### config.mk
export PLATFORM = sky130hd
export DESIGN_NAME = averaged_sensor_thermostat
export DESIGN_NICKNAME = d
export VERILOG_FILES = /design/src/rtl/ast_pkg.sv /design/src/rtl/ast_serial_div.sv /design/src/rtl/averaged_sensor_thermostat.sv
export VERILOG_INCLUDE_DIRS = /design/src /design/src/rtl
export SDC_FILE = /design/constraint.sdc
export NUM_CORES = 1
export LEC_CHECK = 0
export BUFFER_PORTS_ARGS = -buffer_cell sky130_fd_sc_hd__buf_4
export CAP_MARGIN = 20
export CORE_MARGIN = 10
export CORE_UTILIZATION = 60
export DETAILED_ROUTE_END_ITERATION = 6
export PLACE_DENSITY = 0.8
export SYNTH_ARGS = -nofsm -noshare
export SYNTH_HDL_FRONTEND = slang
export SYNTH_SLANG_ARGS = --single-unit
### constraint.sdc
create_clock -name clk_i -period 7.68 [get_ports clk_i]
set_clock_uncertainty 0.15 [all_clocks]
set_input_delay 1.536 -clock clk_i [delete_from_list [all_inputs] [get_ports clk_i]]
set_output_delay 1.536 -clock clk_i [all_outputs]
set_load 0.03 [all_outputs]
### src/rtl/averaged_sensor_thermostat_macros.svh
// Assertion macros for the averaged sensor thermostat.
`ifndef AVERAGED_SENSOR_THERMOSTAT_MACROS_SVH
`define AVERAGED_SENSOR_THERMOSTAT_MACROS_SVH
`ifndef NO_ASSERTIONS
// Same-cycle implication, disabled during reset.
`define AST_ASSERT_IMP(lbl, clk, rstn, ante, cons) \
  lbl: assert property (@(posedge clk) disable iff (!rstn) (ante) |-> (cons)) \
    else $error("ast: same-cycle check failed");
// Next-cycle implication, disabled during reset.
`define AST_ASSERT_NXT(lbl, clk, rstn, ante, cons) \
  lbl: assert property (@(posedge clk) disable iff (!rstn) (ante) |=> (cons)) \
    else $error("ast: next-cycle check failed");
`else
`define AST_ASSERT_IMP(lbl, clk, rstn, ante, cons)
`define AST_ASSERT_NXT(lbl, clk, rstn, ante, cons)
`endif
`endif

### src/rtl/ast_pkg.sv
// Shared types and constants of the averaged sensor thermostat.
`default_nettype none
package ast_pkg;

  // Register widths
  localparam int unsigned THR_W      = 8;
  localparam int unsigned OFFSET_W   = 10;
  localparam int unsigned GAIN_W     = 10;
  localparam int unsigned CFG_IDX_W  = 2;
  localparam int unsigned CFG_DATA_W = 10;
  localparam int unsigned DEG_W      = 16;
  localparam int unsigned MSTEP_W    = $clog2(GAIN_W);

  // Register indexes
  localparam logic [CFG_IDX_W-1:0] REG_HEAT_ON  = 2'd0;
  localparam logic [CFG_IDX_W-1:0] REG_HEAT_OFF = 2'd1;
  localparam logic [CFG_IDX_W-1:0] REG_OFFSET   = 2'd2;
  localparam logic [CFG_IDX_W-1:0] REG_GAIN     = 2'd3;

  // Register reset values
  localparam logic signed [THR_W-1:0]  HEAT_ON_RST  = 8'sd0;
  localparam logic signed [THR_W-1:0]  HEAT_OFF_RST = 8'sd0;
  localparam logic [OFFSET_W-1:0]      OFFSET_RST   = 10'd578;
  localparam logic signed [GAIN_W-1:0] GAIN_RST     = -10'sd140;

  // Saturation limits of the temperature
  localparam logic [DEG_W-1:0] DEG_MAX = 16'h7FFF;
  localparam logic [DEG_W-1:0] DEG_MIN = 16'h8000;

  // Divider status toward the sequencer
  typedef struct packed {
    logic busy;
    logic done;
  } ast_div_stat_t;

endpackage
`default_nettype wire

### src/rtl/ast_serial_div.sv
// Restoring divider, one quotient bit per cycle.
`default_nettype none
module ast_serial_div import ast_pkg::*; #(
  parameter int unsigned DVD_W = 13,
  parameter int unsigned DVS_W = 3
) (
  input  wire logic             clk_i,
  input  wire logic             rst_ni,
  input  wire logic             start_i,
  input  wire logic [DVD_W-1:0] dividend_i,
  input  wire logic [DVS_W-1:0] divisor_i,
  output logic      [DVD_W-1:0] quotient_o,
  output ast_div_stat_t         stat_o
);

  localparam int unsigned STEP_W = $clog2(DVD_W);

  logic [DVD_W-1:0]  quo_q, quo_d;
  logic [DVS_W-1:0]  rem_q, rem_d;
  logic [DVS_W-1:0]  dvs_q, dvs_d;
  logic [STEP_W-1:0] step_q, step_d;
  logic              busy_q, busy_d;
  logic              done_q, done_d;
  logic [DVS_W:0]    trial;
  logic [DVS_W:0]    diff;
  logic              ge;

  // One restoring step: shift in the next dividend bit, subtract if it fits
  assign trial = {rem_q, quo_q[DVD_W-1]};
  assign diff  = trial - {1'b0, dvs_q};
  assign ge    = (trial >= {1'b0, dvs_q});

  always_comb begin
    quo_d  = quo_q;
    rem_d  = rem_q;
    dvs_d  = dvs_q;
    step_d = step_q;
    busy_d = busy_q;
    done_d = 1'b0;
    if (start_i) begin
      quo_d  = dividend_i;
      rem_d  = '0;
      dvs_d  = divisor_i;
      step_d = '0;
      busy_d = 1'b1;
    end else if (busy_q) begin
      quo_d  = {quo_q[DVD_W-2:0], ge};
      rem_d  = ge ? diff[DVS_W-1:0] : trial[DVS_W-1:0];
      step_d = step_q + 1'b1;
      if (step_q == STEP_W'(DVD_W - 1)) begin
        busy_d = 1'b0;
        done_d = 1'b1;
      end
    end
  end

  always_ff @(posedge clk_i or negedge rst_ni) begin
    if (!rst_ni) begin
      quo_q  <= '0;
      rem_q  <= '0;
      dvs_q  <= '0;
      step_q <= '0;
      busy_q <= 1'b0;
      done_q <= 1'b0;
    end else begin
      quo_q  <= quo_d;
      rem_q  <= rem_d;
      dvs_q  <= dvs_d;
      step_q <= step_d;
      busy_q <= busy_d;
      done_q <= done_d;
    end
  end

  assign quotient_o  = quo_q;
  assign stat_o.busy = busy_q;
  assign stat_o.done = done_q;

endmodule
`default_nettype wire

### src/rtl/averaged_sensor_thermostat.sv
// Averaged sensor thermostat: one poll in, the filtered temperature and heater state out.
// Steps: accept the poll, sum the N filled entries (S_SUM), N = filled entries, divide (S_DIV),
// prepare (S_PREP), run the 10-step shift-add multiplier (S_MUL) and present the result (S_DONE);
// a poll with an empty history gives no result. A new poll is stalled until the sequencer is back
// in S_IDLE. The output register lets a new poll start while a result waits.
// Reset: heater off, history empty, thresholds 0, offset 578, gain -140.
`default_nettype none
`include "averaged_sensor_thermostat_macros.svh"
module averaged_sensor_thermostat import ast_pkg::*; #(
  parameter int unsigned HISTORY_DEPTH = 5,
  parameter int unsigned SCALE_SHIFT   = 9,
  parameter int unsigned SAMPLE_BITS   = 10
) (
  input  wire logic                   clk_i,
  input  wire logic                   rst_ni,
  // poll channel
  input  wire logic                   in_valid_i,
  output logic                        in_stall_o,
  input  wire logic                   sample_ready_i,
  input  wire logic [SAMPLE_BITS-1:0] sample_value_i,
  // result channel
  output logic                        out_valid_o,
  input  wire logic                   out_stall_i,
  output logic signed [DEG_W-1:0]     degrees_o,
  output logic                        heater_on_o,
  // configuration
  input  wire logic                   cfg_we_i,
  input  wire logic [CFG_IDX_W-1:0]   cfg_idx_i,
  input  wire logic [CFG_DATA_W-1:0]  cfg_data_i
);

  localparam int unsigned CNT_W  = $clog2(HISTORY_DEPTH + 1);
  localparam int unsigned IDX_W  = (HISTORY_DEPTH > 1) ? $clog2(HISTORY_DEPTH) : 1;
  localparam int unsigned SUM_W  = SAMPLE_BITS + $clog2(HISTORY_DEPTH);
  localparam int unsigned MAG_W  = (SAMPLE_BITS > OFFSET_W) ? SAMPLE_BITS : OFFSET_W;
  localparam int unsigned DIFF_W = MAG_W + 1;
  localparam int unsigned PROD_W = MAG_W + GAIN_W;

  localparam logic [PROD_W-1:0] POS_LIM = PROD_W'(32767);
  localparam logic [PROD_W-1:0] NEG_LIM = PROD_W'(32768);

  // Sequencer states
  localparam logic [2:0] S_IDLE = 3'd0;
  localparam logic [2:0] S_SUM  = 3'd1;
  localparam logic [2:0] S_DIV  = 3'd2;
  localparam logic [2:0] S_PREP = 3'd3;
  localparam logic [2:0] S_MUL  = 3'd4;
  localparam logic [2:0] S_DONE = 3'd5;

  logic [2:0]               state_q, state_d;
  logic signed [THR_W-1:0]  heat_on_q, heat_off_q;
  logic [OFFSET_W-1:0]      offset_q;
  logic signed [GAIN_W-1:0] gain_q;
  logic [SAMPLE_BITS-1:0]   hist_q [HISTORY_DEPTH];
  logic [CNT_W-1:0]         fill_q, fill_d;
  logic [CNT_W-1:0]         cnt_q, cnt_d;
  logic [SUM_W-1:0]         acc_q, acc_d;
  logic [PROD_W-1:0]        mcand_q, mcand_d;
  logic [GAIN_W-1:0]        mplier_q, mplier_d;
  logic [PROD_W-1:0]        prod_q, prod_d;
  logic [MSTEP_W-1:0]       mstep_q, mstep_d;
  logic                     neg_q, neg_d;
  logic                     heat_q, heat_d;
  logic                     out_valid_q, out_valid_d;
  logic signed [DEG_W-1:0]  deg_out_q, deg_out_d;

  logic                     in_acc;
  logic                     hist_push;
  logic [SUM_W-1:0]         sum_nx;
  logic [CNT_W-1:0]         cnt_nx;
  logic                     div_start;
  logic [SUM_W-1:0]         quotient;
  ast_div_stat_t            div_stat;
  logic [SAMPLE_BITS-1:0]   mean;
  logic [DIFF_W-1:0]        diff;
  logic [MAG_W-1:0]         dmag;
  logic [GAIN_W-1:0]        gmag;
  logic [PROD_W-1:0]        pshift;
  logic signed [DEG_W-1:0]  deg;
  logic                     out_free;

  assign in_acc    = in_valid_i && !in_stall_o;
  assign hist_push = in_acc && sample_ready_i;
  assign out_free  = !out_valid_q || !out_stall_i;

  // Configuration registers
  always_ff @(posedge clk_i or negedge rst_ni) begin
    if (!rst_ni) begin
      heat_on_q  <= HEAT_ON_RST;
      heat_off_q <= HEAT_OFF_RST;
      offset_q   <= OFFSET_RST;
      gain_q     <= GAIN_RST;
    end else if (cfg_we_i) begin
      unique case (cfg_idx_i)
        REG_HEAT_ON:  heat_on_q  <= cfg_data_i[THR_W-1:0];
        REG_HEAT_OFF: heat_off_q <= cfg_data_i[THR_W-1:0];
        REG_OFFSET:   offset_q   <= cfg_data_i[OFFSET_W-1:0];
        REG_GAIN:     gain_q     <= cfg_data_i[GAIN_W-1:0];
      endcase
    end
  end

  // Sample history: a shift line, newest entry in slot 0
  always_ff @(posedge clk_i) begin
    if (hist_push) begin
      hist_q[0] <= sample_value_i;
      for (int i = 1; i < HISTORY_DEPTH; i++) begin
        hist_q[i] <= hist_q[i-1];
      end
    end
  end

  // Running sum over the filled entries, one entry a cycle
  assign sum_nx = acc_q + SUM_W'(hist_q[cnt_q[IDX_W-1:0]]);
  assign cnt_nx = cnt_q + 1'b1;

  // Mean to signed difference and magnitudes for the multiplier
  assign mean = quotient[SAMPLE_BITS-1:0];
  assign diff = DIFF_W'(mean) - DIFF_W'(offset_q);
  assign dmag = diff[DIFF_W-1] ? MAG_W'(-diff) : diff[MAG_W-1:0];
  assign gmag = gain_q[GAIN_W-1] ? GAIN_W'(-gain_q) : gain_q;

  // Scale down toward zero, then saturate
  assign pshift = prod_q >> SCALE_SHIFT;
  always_comb begin
    if (neg_q) begin
      deg = (pshift > NEG_LIM) ? DEG_MIN : DEG_W'(-pshift);
    end else begin
      deg = (pshift > POS_LIM) ? DEG_MAX : pshift[DEG_W-1:0];
    end
  end

  ast_serial_div #(
    .DVD_W(SUM_W),
    .DVS_W(CNT_W)
  ) u_div (
    .clk_i     (clk_i),
    .rst_ni    (rst_ni),
    .start_i   (div_start),
    .dividend_i(sum_nx),
    .divisor_i (fill_q),
    .quotient_o(quotient),
    .stat_o    (div_stat)
  );

  // Sequencer
  always_comb begin
    state_d     = state_q;
    fill_d      = fill_q;
    cnt_d       = cnt_q;
    acc_d       = acc_q;
    mcand_d     = mcand_q;
    mplier_d    = mplier_q;
    prod_d      = prod_q;
    mstep_d     = mstep_q;
    neg_d       = neg_q;
    heat_d      = heat_q;
    deg_out_d   = deg_out_q;
    out_valid_d = out_valid_q;
    div_start   = 1'b0;

    if (out_valid_q && !out_stall_i) begin
      out_valid_d = 1'b0;
    end

    unique case (state_q)
      S_IDLE: begin
        if (in_acc) begin
          if (sample_ready_i && (fill_q < CNT_W'(HISTORY_DEPTH))) begin
            fill_d = fill_q + 1'b1;
          end
          // an empty history gives no word
          if (fill_d != '0) begin
            acc_d   = '0;
            cnt_d   = '0;
            state_d = S_SUM;
          end
        end
      end
      S_SUM: begin
        acc_d = sum_nx;
        cnt_d = cnt_nx;
        if (cnt_nx == fill_q) begin
          div_start = 1'b1;
          state_d   = S_DIV;
        end
      end
      S_DIV: begin
        if (div_stat.done) begin
          state_d = S_PREP;
        end
      end
      S_PREP: begin
        mcand_d  = PROD_W'(dmag);
        mplier_d = gmag;
        neg_d    = diff[DIFF_W-1] ^ gain_q[GAIN_W-1];
        prod_d   = '0;
        mstep_d  = '0;
        state_d  = S_MUL;
      end
      S_MUL: begin
        // shift-add, one gain bit a cycle
        if (mplier_q[0]) begin
          prod_d = prod_q + mcand_q;
        end
        mcand_d  = mcand_q << 1;
        mplier_d = mplier_q >> 1;
        mstep_d  = mstep_q + 1'b1;
        if (mstep_q == MSTEP_W'(GAIN_W - 1)) begin
          state_d = S_DONE;
        end
      end
      S_DONE: begin
        if (out_free) begin
          // hysteresis: turn-on test wins
          priority if (deg < heat_on_q) begin
            heat_d = 1'b1;
          end else if (deg > heat_off_q) begin
            heat_d = 1'b0;
          end
          deg_out_d   = deg;
          out_valid_d = 1'b1;
          state_d     = S_IDLE;
        end
      end
      default: begin
        state_d = S_IDLE;
      end
    endcase
  end

  always_ff @(posedge clk_i or negedge rst_ni) begin
    if (!rst_ni) begin
      state_q     <= S_IDLE;
      fill_q      <= '0;
      cnt_q       <= '0;
      acc_q       <= '0;
      mcand_q     <= '0;
      mplier_q    <= '0;
      prod_q      <= '0;
      mstep_q     <= '0;
      neg_q       <= 1'b0;
      heat_q      <= 1'b0;
      deg_out_q   <= '0;
      out_valid_q <= 1'b0;
    end else begin
      state_q     <= state_d;
      fill_q      <= fill_d;
      cnt_q       <= cnt_d;
      acc_q       <= acc_d;
      mcand_q     <= mcand_d;
      mplier_q    <= mplier_d;
      prod_q      <= prod_d;
      mstep_q     <= mstep_d;
      neg_q       <= neg_d;
      heat_q      <= heat_d;
      deg_out_q   <= deg_out_d;
      out_valid_q <= out_valid_d;
    end
  end

  assign in_stall_o  = (state_q != S_IDLE);
  assign out_valid_o = out_valid_q;
  assign degrees_o   = deg_out_q;
  assign heater_on_o = heat_q;

  // Checks
  `AST_ASSERT_IMP(a_fill_bound, clk_i, rst_ni, 1'b1, fill_q <= CNT_W'(HISTORY_DEPTH))
  `AST_ASSERT_IMP(a_div_in_state, clk_i, rst_ni, div_stat.busy, state_q == S_DIV)
  `AST_ASSERT_IMP(a_word_from_done, clk_i, rst_ni, $rose(out_valid_q), $past(state_q) == S_DONE)
  `AST_ASSERT_NXT(a_empty_poll, clk_i, rst_ni, in_acc && !sample_ready_i && fill_q == '0,
                  state_q == S_IDLE && !$rose(out_valid_q))

endmodule
`default_nettype wire
==> results summary <==
TritonCTS built the clock tree. The total number of placement rows is 50. Gates resized during post-CTS repair numbered 0. The number of vias per cell after detailed routing came out at 5.987.

The cell count after synthesis came out at 1,093. The register bit count reported by yosys is 206. At the end of the flow, the number of nets in the layout was 1,242. The time the final worst path needs with I/O delays and setup came out at 3.741 ns.

Relative to the synthesized area, the layout overhead comes to 11.42%. The power per standard cell area came out at 404.1 nW/um2. Setup violations remaining at the end of the flow were counted as 0. The average wire per cell in the routed design came out at 16.99 um. The final antenna diode count came out at 0.

Yosys printed 0 warnings. The number of pins exceeding their max-slew limit in the final report is 0. The detailed router placed 8,412 vias in this run. The distinct cell type count after synthesis is 72. The mapped cell area came out at 11,570 um2. The number of antenna violations at the first check in global routing came to 0. The detailed-route DRC error count is 0. The pin count of the biggest net entering global routing came out at 80.

The static leakage is 0.005846 uW. The area of all placed cells without fillers came out at 12,890 um2. The area share of the largest cell type after synthesis came out at 0.3178. STA classifies the critical path startpoint as a flop. The number of global-route vias before repair is 8,446. After global routing the overflow that remains totals 0.

Clock-pin slew was measured on the worst setup and hold paths at 0.06 ns. The first-pass iteration count of the detailed router came out at 5. The synthesized design spends more area on one cell type than any other, namely sky130_fd_sc_hd__dfrtp_1.

The mean area per synthesized cell is 10.59 um2. After clock tree synthesis, the flow added hold-fix buffers numbering 0. The number of levels in the clock H-tree is 1. The min-delay analysis places its worst path in the category reg -> reg. After global routing, the most crowded layer is met2. The number of placed instances, taps included is 1,360. STA puts the critical path data required time at 7.97 ns.

Of the cells placed in the final design, the portion with a size suffix greater than 1 is 0.1406. The run finished with clean final reports. By area the synthesized netlist is led by sky130_fd_sc_hd__dfrtp_1 32%, sky130_fd_sc_hd__edfxtp_1 13%, sky130_fd_sc_hd__ha_1 8.9%, sky130_fd_sc_hd__mux2_2 4.1%, sky130_fd_sc_hd__o21ai_0 3.8%. The CTS root buffer is sky130_fd_sc_hd__clkbuf_16. In this run the tightest slew margin relative to its limit is 0.4325.

By startpoint and endpoint, the worst setup path is classified as reg -> reg. In the synthesized netlist, the cells that appear most often are 147 x sky130_fd_sc_hd__dfrtp_1, 111 x sky130_fd_sc_hd__nand2_1, 88 x sky130_fd_sc_hd__o21ai_0. Among all flip-flop cells after synthesis, the most frequent one is sky130_fd_sc_hd__dfrtp_1. Counting every net in the synthesized netlist gives 1,207. After clock tree synthesis, the setup repair step added 0 buffers. The global routing met1 resource utilization is 0.2383. The library cell with the highest instance count after synthesis is sky130_fd_sc_hd__dfrtp_1. The area of placed instances is 12,100 um2. The DRC marker count from the first detailed-route iteration came out at 488. STA classifies the critical path endpoint as a flop. The floorplan step set the die height to 158.9 um. The maximum resistive drop on vdd came out at 0.0003072 V. The post-route worst setup slack is 3.939 ns. The met3 usage in global routing came out at 0.02943. After the flow finishes, the layout carries non-filler instances totaling 1,405. The total CTS buffers came out at 23. In the global route stage, met2 resource usage came out at 0.3267. The core region is 18,830 um2. The measured slew at the worst slew-check pin is 0.8489 ns. The die area came out at 25,240 um2. The sequential share of the synthesized area came out at 0.4680. The count of buffers added on input and output ports is 46. After synthesis, the share of flip-flops with an asynchronous set or reset is 0.7573. The all-layer global routing usage is 0.1876. The maximum clock frequency came out at 0.2673 GHz.

The routed wire length came out at 23,870 um. The half-perimeter wire length after placement is 16,570 um. The global placer's final weighted congestion came out at 0.8757. The tool flagged a number of max-cap violations equal to 0. At the placement stage, the worst setup path has a slack of 3.926 ns. The first global-routing pass estimated 41,140 um of wire.

Once detail routing completed, the nets flagged for antenna violations numbered 0. The starting utilization of the core area came out at 0.6146. Setup repair after global routing left no endpoint under its margin. The part of the cycle the worst path needs came out at 0.4872. Summed over all failing endpoints, the final setup total negative slack is 0 ns.

The number of enable-type register cells in the synthesized netlist came out at 50. The data arrival at the endpoint of the critical path came out at 4.03 ns. The maximum clock path buffer count is 3. The clock latency of the later-clocked register in the worst-skew pair is 0.52 ns.

The die outline width came out at 158.9 um. The maximum fanout along the worst path is 14. The count of endpoints failing hold in the final timing report is 0.

The clock drives 206 sinks. The number of top-level pins came out at 47.
-- path summary, 6_finish.rpt --
kind                                   start           end  slack [ns]  cells after the start
worst max-delay path                cnt_q[0]     acc_q[12]        3.94                     11
worst min-delay path            hist_q[3][5]  hist_q[4][5]        0.29                      0
worst max register to register      cnt_q[0]     acc_q[12]        3.94                     11
worst min register to register  hist_q[3][5]  hist_q[4][5]        0.29                      0
max in group asynchronous             rst_ni   offset_q[1]        5.38                      3
min in group asynchronous             rst_ni  degrees_o[8]        0.91                      1
-- logic make-up (layout without fill, tap and decap cells) --
kind of cell    after synthesis  in the layout  synth area share
compound gates              286            286            0.1622
xor+xnor                     62             62           0.04692
fa+ha+maj                    86             86           0.09557
buf+inv                     105            157           0.03751
flops                       206            206            0.4680
mux                          69             69           0.07503
simple gates                279            279            0.1148
-- report_power, final --
part | leakage (uW) | switching (uW) | total [uW] | internal (uW)
Combinational | 0.00306 | 1350 | 2440 | 1080
Clock | 0.000354 | 436 | 1060 | 621
Sequential | 0.00243 | 289 | 1720 | 1430
Total | 0.00585 | 2080 | 5210 | 3130
-- metal layers --
layer  share of wire  wire (um)  up-vias
met5               0          0        -
met4           0.021        512        0
met3           0.038        906       37
met2            0.51      12090      159
met1            0.43      10360     4143
li1                -          -     4073
-- flip-flops by register name (all words and copies together) (netlist names), 8 cells and up --
signal and cells:
acc_q 13, degrees_o 16, gain_q 10, heat_off_q 8, heat_on_q 8, hist_q 50
mcand_q 20, mplier_q 10, offset_q 10, prod_q 20, u_div.quotient_o 13
-- per-stage QoR --
step           hold slack (ns)  total power, uW    util
2_1_floorplan           0.2707             3575       -
6_report                0.2889             5210  0.6848
3_5_place_dp            0.2780             4134  0.6424
5_1_grt                 0.3116             5636  0.6848
4_1_cts                 0.2911             5224  0.6808
3_3_place_gp            0.2741             4048  0.6424
-- layout make-up --
type | count | area (um2)
multi-input combinational | 782 | 5728
tap | 260 | 325.3
fill | 1400 | 5936
clock buffer | 36 | 654.4
inverter | 58 | 217.7
clock inverter | 6 | 68.82
timing repair buffer | 57 | 484.2
sequential | 206 | 5416
-- worst max-delay path, stage by stage (launching register included) --
cell and delay [ns]:
sky130_fd_sc_hd__dfrtp_1 0.86, sky130_fd_sc_hd__mux4_2 0.59, sky130_fd_sc_hd__mux2_2 0.28, sky130_fd_sc_hd__ha_1 0.21, sky130_fd_sc_hd__fa_1 0.41, sky130_fd_sc_hd__a21o_1 0.21
sky130_fd_sc_hd__a21oi_1 0.24, sky130_fd_sc_hd__o21bai_1 0.13, sky130_fd_sc_hd__nand2_1 0.14, sky130_fd_sc_hd__a2111o_1 0.19, sky130_fd_sc_hd__a21oi_1 0.07, sky130_fd_sc_hd__o21ai_0 0.19
-- cells in the final DEF (no fill, tap or decap), types with 20 or more instances in the layout --
master	instances
sky130_fd_sc_hd__a21o_1	21
sky130_fd_sc_hd__a21oi_1	55
sky130_fd_sc_hd__a22o_1	20
sky130_fd_sc_hd__buf_4	53
sky130_fd_sc_hd__clkbuf_16	23
sky130_fd_sc_hd__dfrtp_1	147
sky130_fd_sc_hd__edfxtp_1	50
sky130_fd_sc_hd__ha_1	82
sky130_fd_sc_hd__inv_1	57
sky130_fd_sc_hd__mux2_2	42
sky130_fd_sc_hd__nand2_1	111
sky130_fd_sc_hd__nand3_1	30
sky130_fd_sc_hd__nor2_1	46
sky130_fd_sc_hd__o21ai_0	88
sky130_fd_sc_hd__xnor2_1	36
sky130_fd_sc_hd__xor2_1	26
Note: power is estimated with default switching activity, not from simulation.
